<file path="src/hw/rtl/tssl_pkg.sv">
package tssl_pkg;

  // word and register widths
  localparam int SAMPLE_BITS = 10;
  localparam int RAW_BITS    = 10;
  localparam int OUT_BITS    = 8;
  localparam int DATA_W      = 32;

  // adjusted breakpoints carry a sign and may sit half a span outside the raw range
  localparam int BP_W = ((SAMPLE_BITS > RAW_BITS) ? SAMPLE_BITS : RAW_BITS) + 2;

  // divider: dividend is span times output step, divisor is a breakpoint distance
  localparam int DIV_N_W    = BP_W + OUT_BITS;
  localparam int DIV_D_W    = BP_W;
  localparam int DIV_STAGES = 4;
  localparam int DIV_STEP   = (DIV_N_W + DIV_STAGES - 1) / DIV_STAGES;
  localparam int QUO_W      = DIV_STEP * DIV_STAGES;

  // select, multiply, divide stages, output register
  localparam int NSTAGE = DIV_STAGES + 3;

  // cycles after a register write until the adjusted breakpoints are current
  localparam int SETTLE_CYCLES = DIV_STAGES + 1;
  localparam int SETTLE_W      = $clog2(SETTLE_CYCLES + 1);

  // register map
  localparam int NUM_REGS  = 7;
  localparam int PADDR_W   = $clog2(NUM_REGS * 4);
  localparam int REG_IDX_W = PADDR_W - 2;

  typedef enum logic [REG_IDX_W-1:0] {
    REG_RAW_LOW     = 0,
    REG_RAW_CENTRE  = 1,
    REG_RAW_HIGH    = 2,
    REG_OUT_LOW     = 3,
    REG_OUT_CENTRE  = 4,
    REG_OUT_HIGH    = 5,
    REG_ROUNDING_ON = 6
  } reg_idx_t;

  // reset values
  localparam logic [RAW_BITS-1:0]        RAW_LOW_RST    = RAW_BITS'(0);
  localparam logic [RAW_BITS-1:0]        RAW_CENTRE_RST = RAW_BITS'(511);
  localparam logic [RAW_BITS-1:0]        RAW_HIGH_RST   = RAW_BITS'(1023);
  localparam logic signed [OUT_BITS-1:0] OUT_LOW_RST    = OUT_BITS'(-127);
  localparam logic signed [OUT_BITS-1:0] OUT_CENTRE_RST = OUT_BITS'(0);
  localparam logic signed [OUT_BITS-1:0] OUT_HIGH_RST   = OUT_BITS'(127);

  typedef enum logic [1:0] {
    SEG_CLAMP_LOW  = 2'd0,
    SEG_LOWER      = 2'd1,
    SEG_UPPER      = 2'd2,
    SEG_CLAMP_HIGH = 2'd3
  } seg_t;

  // per-word side information that travels beside the divider
  typedef struct packed {
    seg_t                        seg;
    logic signed [OUT_BITS-1:0]  oa;
    logic                        neg;
  } side_t;

  // one divider stage: partial remainder, dividend bits still to shift in,
  // quotient bits so far and the divisor
  typedef struct packed {
    logic [DIV_D_W-1:0] rem;
    logic [QUO_W-1:0]   num;
    logic [QUO_W-1:0]   quo;
    logic [DIV_D_W-1:0] dvs;
  } div_st_t;

  // DIV_STEP restoring division steps, one quotient bit each
  function automatic div_st_t div_step(input div_st_t s);
    div_st_t          r;
    logic [DIV_D_W:0] trial;
    r = s;
    for (int j = 0; j < DIV_STEP; j++) begin
      trial = {r.rem, r.num[QUO_W-1]};
      r.num = {r.num[QUO_W-2:0], 1'b0};
      if (trial >= {1'b0, r.dvs}) begin
        r.rem = DIV_D_W'(trial - {1'b0, r.dvs});
        r.quo = {r.quo[QUO_W-2:0], 1'b1};
      end else begin
        r.rem = trial[DIV_D_W-1:0];
        r.quo = {r.quo[QUO_W-2:0], 1'b0};
      end
    end
    return r;
  endfunction

endpackage

</file>
<file path="src/hw/rtl/tssl_sample_if.sv">
interface tssl_sample_if;
  logic                             valid;
  logic                             ready;
  logic [tssl_pkg::SAMPLE_BITS-1:0] sample;

  modport source (output valid, output sample, input ready);
  modport sink (input valid, input sample, output ready);
endinterface

</file>
<file path="src/hw/rtl/tssl_gauge_if.sv">
interface tssl_gauge_if;
  logic                                 valid;
  logic                                 ready;
  logic signed [tssl_pkg::OUT_BITS-1:0] gauge_value;
  logic [1:0]                           segment;

  modport source (output valid, output gauge_value, output segment, input ready);
  modport sink (input valid, input gauge_value, input segment, output ready);
endinterface

</file>
<file path="src/hw/rtl/two_segment_sensor_linearizer.sv">
// Maps each 10-bit converter sample to a signed 8-bit gauge value over two
// linear segments with end clamps, and reports which segment was used. One
// sample is taken per clock while raw.ready is high; a result passes through
// seven register stages (select, multiply, four divider stages, output
// register), the divider working out the 20-bit quotient five bits per stage.
// The pipeline keeps taking samples while a result waits at the output, as
// long as a stage ahead is free. After reset and after every register write
// the sample channel holds ready low while the rounding-adjusted breakpoints
// are recomputed from the new calibration.
module two_segment_sensor_linearizer (
  input  logic                           clk,
  input  logic                           rst,
  tssl_sample_if.sink                    raw,
  tssl_gauge_if.source                   gauge,
  input  logic                           psel,
  input  logic                           penable,
  input  logic                           pwrite,
  input  logic [tssl_pkg::PADDR_W-1:0]   paddr,
  input  logic [tssl_pkg::DATA_W-1:0]    pwdata,
  output logic [tssl_pkg::DATA_W-1:0]    prdata,
  output logic                           pready
);

  localparam int RB = tssl_pkg::RAW_BITS;
  localparam int OB = tssl_pkg::OUT_BITS;
  localparam int BW = tssl_pkg::BP_W;
  localparam int NS = tssl_pkg::NSTAGE;

  // magnitude of a signed raw difference
  function automatic logic [RB-1:0] raw_mag(input logic signed [RB:0] v);
    return v[RB] ? RB'(-v) : RB'(v);
  endfunction

  // magnitude of a signed output difference
  function automatic logic [OB-1:0] out_mag(input logic signed [OB:0] v);
    return v[OB] ? OB'(-v) : OB'(v);
  endfunction

  // bp less half the truncated step, no shift on zero step or rounding off
  function automatic logic signed [BW-1:0] adjusted(
    input logic [RB-1:0]              base,
    input logic                       neg,
    input logic [OB-1:0]              dmag,
    input logic [tssl_pkg::QUO_W-1:0] quo,
    input logic                       rnd
  );
    logic signed [RB:0] qs;
    logic signed [RB:0] adj;
    qs  = neg ? -$signed({1'b0, quo[RB-1:0]}) : $signed({1'b0, quo[RB-1:0]});
    if (dmag == '0 || !rnd) begin
      adj = '0;
    end else begin
      adj = qs >>> 1;
    end
    return $signed(BW'(base)) - BW'(adj);
  endfunction

  // ---------------------------------------------------------------
  // configuration registers

  logic [RB-1:0]        raw_low;
  logic [RB-1:0]        raw_centre;
  logic [RB-1:0]        raw_high;
  logic signed [OB-1:0] out_low;
  logic signed [OB-1:0] out_centre;
  logic signed [OB-1:0] out_high;
  logic                 rounding_on;
  logic                 cfg_wr;
  tssl_pkg::reg_idx_t   reg_idx;

  assign pready  = 1'b1;
  assign cfg_wr  = psel && penable && pwrite;
  assign reg_idx = tssl_pkg::reg_idx_t'(paddr[tssl_pkg::PADDR_W-1:2]);

  // register write
  always_ff @(posedge clk) begin
    if (rst) begin
      raw_low     <= tssl_pkg::RAW_LOW_RST;
      raw_centre  <= tssl_pkg::RAW_CENTRE_RST;
      raw_high    <= tssl_pkg::RAW_HIGH_RST;
      out_low     <= tssl_pkg::OUT_LOW_RST;
      out_centre  <= tssl_pkg::OUT_CENTRE_RST;
      out_high    <= tssl_pkg::OUT_HIGH_RST;
      rounding_on <= 1'b0;
    end else if (cfg_wr) begin
      case (reg_idx)
        tssl_pkg::REG_RAW_LOW:     raw_low     <= pwdata[RB-1:0];
        tssl_pkg::REG_RAW_CENTRE:  raw_centre  <= pwdata[RB-1:0];
        tssl_pkg::REG_RAW_HIGH:    raw_high    <= pwdata[RB-1:0];
        tssl_pkg::REG_OUT_LOW:     out_low     <= pwdata[OB-1:0];
        tssl_pkg::REG_OUT_CENTRE:  out_centre  <= pwdata[OB-1:0];
        tssl_pkg::REG_OUT_HIGH:    out_high    <= pwdata[OB-1:0];
        tssl_pkg::REG_ROUNDING_ON: rounding_on <= pwdata[0];
        default: ;
      endcase
    end
  end

  // register read
  always_comb begin
    case (reg_idx)
      tssl_pkg::REG_RAW_LOW:     prdata = tssl_pkg::DATA_W'(raw_low);
      tssl_pkg::REG_RAW_CENTRE:  prdata = tssl_pkg::DATA_W'(raw_centre);
      tssl_pkg::REG_RAW_HIGH:    prdata = tssl_pkg::DATA_W'(raw_high);
      tssl_pkg::REG_OUT_LOW:     prdata = tssl_pkg::DATA_W'(out_low);
      tssl_pkg::REG_OUT_CENTRE:  prdata = tssl_pkg::DATA_W'(out_centre);
      tssl_pkg::REG_OUT_HIGH:    prdata = tssl_pkg::DATA_W'(out_high);
      tssl_pkg::REG_ROUNDING_ON: prdata = tssl_pkg::DATA_W'(rounding_on);
      default:                   prdata = '0;
    endcase
  end

  // hold off samples until the breakpoint pipeline has caught up
  logic [tssl_pkg::SETTLE_W-1:0] settle;

  always_ff @(posedge clk) begin
    if (rst || cfg_wr) begin
      settle <= tssl_pkg::SETTLE_W'(tssl_pkg::SETTLE_CYCLES);
    end else if (settle != '0) begin
      settle <= settle - 1'b1;
    end
  end

  // ---------------------------------------------------------------
  // breakpoint adjustment, free running from the registers

  logic signed [RB:0]        num_lo, num_mid, num_hi;
  logic signed [OB:0]        dif_lo, dif_mid, dif_hi;
  logic [OB-1:0]             dmag_lo, dmag_mid, dmag_hi;
  logic [tssl_pkg::QUO_W-1:0] quo_lo, quo_mid, quo_hi;
  logic signed [BW-1:0]      bp_lo, bp_mid, bp_hi;

  assign num_lo  = $signed({1'b0, raw_centre}) - $signed({1'b0, raw_low});
  assign num_mid = $signed({1'b0, raw_high}) - $signed({1'b0, raw_low});
  assign num_hi  = $signed({1'b0, raw_high}) - $signed({1'b0, raw_centre});
  assign dif_lo  = (OB+1)'(out_centre) - (OB+1)'(out_low);
  assign dif_mid = (OB+1)'(out_high) - (OB+1)'(out_low);
  assign dif_hi  = (OB+1)'(out_high) - (OB+1)'(out_centre);
  assign dmag_lo  = out_mag(dif_lo);
  assign dmag_mid = out_mag(dif_mid);
  assign dmag_hi  = out_mag(dif_hi);

  tssl_div u_div_lo (
    .clk      (clk),
    .en       ('1),
    .dividend (tssl_pkg::QUO_W'(raw_mag(num_lo))),
    .divisor  (tssl_pkg::DIV_D_W'(dmag_lo)),
    .quotient (quo_lo)
  );

  tssl_div u_div_mid (
    .clk      (clk),
    .en       ('1),
    .dividend (tssl_pkg::QUO_W'(raw_mag(num_mid))),
    .divisor  (tssl_pkg::DIV_D_W'(dmag_mid)),
    .quotient (quo_mid)
  );

  tssl_div u_div_hi (
    .clk      (clk),
    .en       ('1),
    .dividend (tssl_pkg::QUO_W'(raw_mag(num_hi))),
    .divisor  (tssl_pkg::DIV_D_W'(dmag_hi)),
    .quotient (quo_hi)
  );

  always_ff @(posedge clk) begin
    bp_lo  <= adjusted(raw_low, num_lo[RB], dmag_lo, quo_lo, rounding_on);
    bp_mid <= adjusted(raw_centre, num_mid[RB], dmag_mid, quo_mid, rounding_on);
    bp_hi  <= adjusted(raw_high, num_hi[RB], dmag_hi, quo_hi, rounding_on);
  end

  // ---------------------------------------------------------------
  // sample pipeline handshake

  logic [NS:1] vld;
  logic [NS:1] rdy;

  always_comb begin
    rdy[NS] = !vld[NS] || gauge.ready;
    for (int k = NS - 1; k >= 1; k--) begin
      rdy[k] = !vld[k] || rdy[k+1];
    end
  end

  assign raw.ready = rdy[1] && (settle == '0);

  always_ff @(posedge clk) begin
    if (rst) begin
      vld <= '0;
    end else begin
      if (rdy[1]) begin
        vld[1] <= raw.valid && (settle == '0);
      end
      for (int k = 2; k <= NS; k++) begin
        if (rdy[k]) begin
          vld[k] <= vld[k-1];
        end
      end
    end
  end

  // ---------------------------------------------------------------
  // stage 1: segment select and segment distances

  logic signed [BW-1:0] x_s, a_s, b_s;
  logic signed [OB-1:0] oa_s, ob_s;
  logic signed [OB:0]   d_s;
  tssl_pkg::seg_t       seg_s;

  always_comb begin
    x_s   = $signed(BW'(raw.sample));
    a_s   = bp_lo;
    b_s   = bp_mid;
    oa_s  = out_low;
    ob_s  = out_centre;
    seg_s = tssl_pkg::SEG_CLAMP_LOW;
    if (x_s <= bp_lo) begin
      seg_s = tssl_pkg::SEG_CLAMP_LOW;
    end else if (x_s >= bp_hi) begin
      seg_s = tssl_pkg::SEG_CLAMP_HIGH;
      oa_s  = out_high;
    end else if (x_s <= bp_mid) begin
      seg_s = tssl_pkg::SEG_LOWER;
    end else begin
      seg_s = tssl_pkg::SEG_UPPER;
      a_s   = bp_mid;
      b_s   = bp_hi;
      oa_s  = out_centre;
      ob_s  = out_high;
    end
    d_s = (OB+1)'(ob_s) - (OB+1)'(oa_s);
  end

  tssl_pkg::side_t side [1:NS-1];
  logic [BW-1:0]   span1;
  logic [BW-1:0]   den1;
  logic [OB-1:0]   mag1;

  always_ff @(posedge clk) begin
    if (rdy[1]) begin
      span1   <= BW'(x_s - a_s);
      den1    <= BW'(b_s - a_s);
      mag1    <= out_mag(d_s);
    end
  end

  // stage 2: span times output step

  logic [tssl_pkg::QUO_W-1:0]   prod2;
  logic [tssl_pkg::DIV_D_W-1:0] den2;

  always_ff @(posedge clk) begin
    if (rdy[2]) begin
      prod2 <= tssl_pkg::QUO_W'({{OB{1'b0}}, span1} * {{BW{1'b0}}, mag1});
      den2  <= tssl_pkg::DIV_D_W'(den1);
    end
  end

  // side information follows the word down the pipeline
  always_ff @(posedge clk) begin
    if (rdy[1]) begin
      side[1] <= '{seg: seg_s, oa: oa_s, neg: d_s[OB]};
    end
    for (int k = 2; k <= NS - 1; k++) begin
      if (rdy[k]) begin
        side[k] <= side[k-1];
      end
    end
  end

  // stages 3 to 6: interpolation divide
  logic [tssl_pkg::QUO_W-1:0] item_quo;

  tssl_div u_div_item (
    .clk      (clk),
    .en       (rdy[NS-1:3]),
    .dividend (prod2),
    .divisor  (den2),
    .quotient (item_quo)
  );

  // ---------------------------------------------------------------
  // output stage: sign, offset and clamp, wrapped to 8 bits

  logic [OB-1:0]  q_val;
  logic [OB-1:0]  gv_next;
  logic [OB-1:0]  gv;
  tssl_pkg::seg_t seg_out;

  always_comb begin
    q_val = side[NS-1].neg ? OB'(-item_quo[OB-1:0]) : item_quo[OB-1:0];
    if (side[NS-1].seg == tssl_pkg::SEG_CLAMP_LOW ||
        side[NS-1].seg == tssl_pkg::SEG_CLAMP_HIGH) begin
      gv_next = side[NS-1].oa;
    end else begin
      gv_next = OB'(q_val + side[NS-1].oa);
    end
  end

  always_ff @(posedge clk) begin
    if (rdy[NS]) begin
      gv      <= gv_next;
      seg_out <= side[NS-1].seg;
    end
  end

  assign gauge.valid       = vld[NS];
  assign gauge.gauge_value = gv;
  assign gauge.segment     = seg_out;

`ifndef SYNTHESIS
  // no sample enters while the breakpoints are stale
  a_settle_blocks: assert property (@(posedge clk) disable iff (rst)
    (settle != '0) |-> !raw.ready)
    else $error("sample taken while breakpoints settle");

  // every register write restarts the settle count
  a_write_restarts: assert property (@(posedge clk) disable iff (rst)
    cfg_wr |=> (settle == tssl_pkg::SETTLE_W'(tssl_pkg::SETTLE_CYCLES)))
    else $error("register write did not restart settle count");

  // a blocked word in the last divider stage stays put
  a_div_stall_holds: assert property (@(posedge clk) disable iff (rst)
    (vld[NS-1] && !rdy[NS-1]) |=> (vld[NS-1] && $stable(side[NS-1])))
    else $error("stalled word lost in divider stage");
`endif

endmodule

</file>
<file path="src/hw/rtl/tssl_div.sv">
module tssl_div (
  input  logic                          clk,
  input  logic [tssl_pkg::DIV_STAGES-1:0] en,
  input  logic [tssl_pkg::QUO_W-1:0]    dividend,
  input  logic [tssl_pkg::DIV_D_W-1:0]  divisor,
  output logic [tssl_pkg::QUO_W-1:0]    quotient
);

  tssl_pkg::div_st_t st_in [tssl_pkg::DIV_STAGES];
  tssl_pkg::div_st_t st_nx [tssl_pkg::DIV_STAGES];
  tssl_pkg::div_st_t st    [tssl_pkg::DIV_STAGES];

  // stage inputs: first stage from the ports, the rest from the stage before
  always_comb begin
    st_in[0] = '{rem: '0, num: dividend, quo: '0, dvs: divisor};
    for (int s = 1; s < tssl_pkg::DIV_STAGES; s++) begin
      st_in[s] = st[s-1];
    end
    for (int s = 0; s < tssl_pkg::DIV_STAGES; s++) begin
      st_nx[s] = tssl_pkg::div_step(st_in[s]);
    end
  end

  // each stage holds while its enable is low
  always_ff @(posedge clk) begin
    for (int s = 0; s < tssl_pkg::DIV_STAGES; s++) begin
      if (en[s]) begin
        st[s] <= st_nx[s];
      end
    end
  end

  assign quotient = st[tssl_pkg::DIV_STAGES-1].quo;

endmodule

</file>
<file path="src/flat_wrapper.sv">
// flat-port wrapper written by rule: the top's interface ports become plain ports
module two_segment_sensor_linearizer_flat 
  (clk, rst, psel, penable, pwrite, paddr, pwdata, prdata, pready, raw_valid, raw_sample, raw_ready, gauge_valid, gauge_gauge_value, gauge_segment, gauge_ready);
  tssl_sample_if raw_i ();
  tssl_gauge_if gauge_i ();
  input  logic clk;
  input  logic rst;
  input  logic psel;
  input  logic penable;
  input  logic pwrite;
  input  logic [tssl_pkg::PADDR_W-1:0] paddr;
  input  logic [tssl_pkg::DATA_W-1:0] pwdata;
  output logic [tssl_pkg::DATA_W-1:0] prdata;
  output logic pready;
  input wire logic [$bits(raw_i.valid)-1:0] raw_valid;
  input wire logic [$bits(raw_i.sample)-1:0] raw_sample;
  output wire logic [$bits(raw_i.ready)-1:0] raw_ready;
  output wire logic [$bits(gauge_i.valid)-1:0] gauge_valid;
  output wire logic [$bits(gauge_i.gauge_value)-1:0] gauge_gauge_value;
  output wire logic [$bits(gauge_i.segment)-1:0] gauge_segment;
  input wire logic [$bits(gauge_i.ready)-1:0] gauge_ready;
  assign raw_i.valid = raw_valid;
  assign raw_i.sample = raw_sample;
  assign raw_ready = raw_i.ready;
  assign gauge_valid = gauge_i.valid;
  assign gauge_gauge_value = gauge_i.gauge_value;
  assign gauge_segment = gauge_i.segment;
  assign gauge_i.ready = gauge_ready;
  two_segment_sensor_linearizer u_core (.clk(clk), .rst(rst), .raw(raw_i), .gauge(gauge_i), .psel(psel), .penable(penable), .pwrite(pwrite), .paddr(paddr), .pwdata(pwdata), .prdata(prdata), .pready(pready));
endmodule
</file>
<file path="config.mk">
export PLATFORM = sky130hd
export DESIGN_NAME = two_segment_sensor_linearizer_flat
export DESIGN_NICKNAME = d
export VERILOG_FILES = /design/src/hw/rtl/tssl_pkg.sv /design/src/hw/rtl/tssl_sample_if.sv /design/src/hw/rtl/tssl_gauge_if.sv /design/src/hw/rtl/two_segment_sensor_linearizer.sv /design/src/hw/rtl/tssl_div.sv /design/src/flat_wrapper.sv
export SDC_FILE = /design/constraint.sdc
export NUM_CORES = 2
export LEC_CHECK = 0
export ABC_AREA = 1
export BUFFER_PORTS_ARGS = -buffer_cell sky130_fd_sc_hd__buf_2
export CORE_MARGIN = 2
export CORE_UTILIZATION = 50
export DETAILED_ROUTE_END_ITERATION = 12
export GPL_TIMING_DRIVEN = 0
export PLACE_DENSITY = 0.65
export SYNTH_ARGS = -nofsm -noshare
export SYNTH_HDL_FRONTEND = slang
export SYNTH_HIERARCHICAL = 1
export SYNTH_SLANG_ARGS = --single-unit
</file>
<file path="constraint.sdc">
create_clock -name clk -period 14.1 [get_ports clk]
set_input_delay 0.705 -clock clk [delete_from_list [all_inputs] [get_ports clk]]
set_output_delay 0.705 -clock clk [all_outputs]
set_load 0.01 [all_outputs]
</file>
==> impl_results.md <==
* Drt wl/cell at 16.00 um
* Tcrit/Tclk final at 85.65%
* Post-Syn Area at 0.08784 mm^2
* Crit path time final at 12.08 ns
* Critical Path Sink Type: flop
* Arr. time, crit path at 12.53 ns
* H-Tree Depth at 3
* Antenna violations before repair at 29
* Via count at 80965
* Drt pass-1 iters at 6
* PnR worst setup slack at 2.023 ns
* Std-Cell Rows at 153
* Clock sinks at 705
* Syn Area/Cell at 7.138 um^2
* DPL Wire Length at 204.0 mm
* Largest net degree at the start of global routing at 46
* FF-to-FF path depth at 65
* Gpl congestion at 0.9807
* Worst-Skew Late Latency at 0.73 ns
* Nets at 14209
* Worst Hold Class: in2reg
* First-pass GRT wire length at 394.1 mm
* FMAX at 82.80 MHz
* Hold buffer count at cts at 0
* Hold path startpoint: raw_valid
* Worst-margin pin slew at 1.393 ns
* Reg-to-reg startpoint: u_core/out_low[0]
* Max_slew headroom at 7.160%
* Synth Instances at 12307
* Fraction of layout cells with a size suffix above 1 at 6.756%
* R2R Setup Slk at 2.02 ns
* Max-cap violations at 0
* Height of the die at 423.2 um
* Vias per std cell at 5.296
* CP max stage cell: dfxtp_1
* Hold path depth at 3
* Status: finished, final reports clean
* TNS Setup at 0 ns
* Worst Setup SP: u_core/out_low[0]
* Initial Util at 50.43%
* Setup slack at placement at 2.176 ns
* Number of global-route vias before repair at 78026
* Starting DRT DRC Count at 5179
* # Post-CTS Setup Buffers at 0
* Die area at 0.1791 mm^2
* Routed WL at 244.6 mm
* Die Span X at 423.2 um
* ANT nets after route at 0
* Slew Viols, Final at 0
* Most used cell, CP: nand2_1
* Max FO, Critical Path at 10
* Area Growth Syn to Fin at 8.958%
* IO buf count at 72
* CTS tree: built
* Max clock buf depth at 3
* Slowest stage delay, CP at 0.55 ns
* Number of buffers created by CTS at 87
* WS Path Type: reg2reg
* Startpoint types: flop
* Core Region at 0.1742 mm^2
* Gr usage total at 26.80%
* Fillers at 16969
* Post-route DRC at 0
* Io pins at 99
* Count of warnings emitted by yosys at 6
* Resize count post-CTS at 0
* Worst clock skew at 0.02898 ns
* Root buf cell: clkbuf_16
* Unrepaired setup endpoints after global routing: false
* Remaining global-route overflow at 0
* Critical Path RT at 14.56 ns
* Fin. Hold Viols at 0
* Final Setup Violations at 0
* Clock-pin slew on the worst setup and hold paths at 0.06 ns
through the flow:
step	instances	hold WS, ns	cell area [um^2]	util (%)
floorplan	12718	0.4003	89390	-
global placement	15115	0.4014	92660	53.19
detailed placement	15120	0.4045	92750	53.24
CTS	15277	0.1808	95680	54.92
global route	15288	0.2473	95710	54.94
finish	15289	0.2447	95710	54.94
flip-flops by register name, indices dropped and copies added (netlist names), 7 cells and up:
name / flops
u_core/raw_centre: 10
u_core/side: 66
u_core/mag1: 8
u_core/out_centre: 8
u_core/out_low: 8
u_core/bp_lo: 12
u_core/vld: 7
u_core/gauge.gauge_value: 8
u_core/span1: 12
u_core/u_div_hi/st: 117
u_core/den1: 12
u_core/prod2: 20
u_core/den2: 12
u_core/out_high: 8
u_core/u_div_item/st: 113
u_core/bp_hi: 12
u_core/u_div_mid/st: 117
u_core/raw_low: 10
u_core/bp_mid: 12
u_core/raw_high: 10
u_core/u_div_lo/st: 117
path summary, 6_finish.rpt:
kind / to
worst min-delay path: u_core/vld[1]
worst min register to register: u_core/den2[0]
worst max-delay path: u_core/u_div_mid/st[0][56]
worst max register to register: u_core/u_div_mid/st[0][56]
layout make-up:
| class | count | area, um^2 | share of cell area, % |
|---|---|---|---|
| Antenna cell | 12 | 30.03 | 0.03137 |
| Clock buffer | 104 | 2271 | 2.373 |
| Timing Repair Buffer | 77 | 451.7 | 0.4719 |
| Sequential cell | 705 | 20160 | 21.06 |
| Inverter | 2046 | 7690 | 8.034 |
| Tap cell | 2325 | 2909 | 3.039 |
| Multi-Input combinational cell | 9772 | 60180 | 62.88 |
| Clock inverter | 53 | 661.9 | 0.6915 |
| Buffer | 195 | 1358 | 1.418 |
layout by cell type, fill, tap and decap left out, drive strengths merged, types with 145 or more instances in the layout:
cell / count
nand2: 3368
o21ai: 759
nor2: 631
xnor2: 224
nor3: 145
edfxtp: 604
xor2: 487
fa: 145
a21oi: 854
ha: 1126
buf: 220
conb: 413
nand3: 757
clkbuf: 156
inv: 2050
nand4: 218
layer usage:
layer  part of all wire [%]  track usage [%]
met1                     45            34.24
met2                     48            47.19
met3                    3.7            2.496
met4                    3.4            8.968
met5                 0.0053                0
worst max-delay path, delay by kind of cell (launching register included):
family | cells | cell delay (ns)
fa+ha+maj | 7 | 2.29
buf+inv | 10 | 1.41
simple gates | 36 | 4.31
compound gates | 12 | 3.20
flops | 1 | 0.55
Power is left out: the tool's default activity adds up to more than one toggle a clock period on the data nets, which glitch-free logic cannot reach.
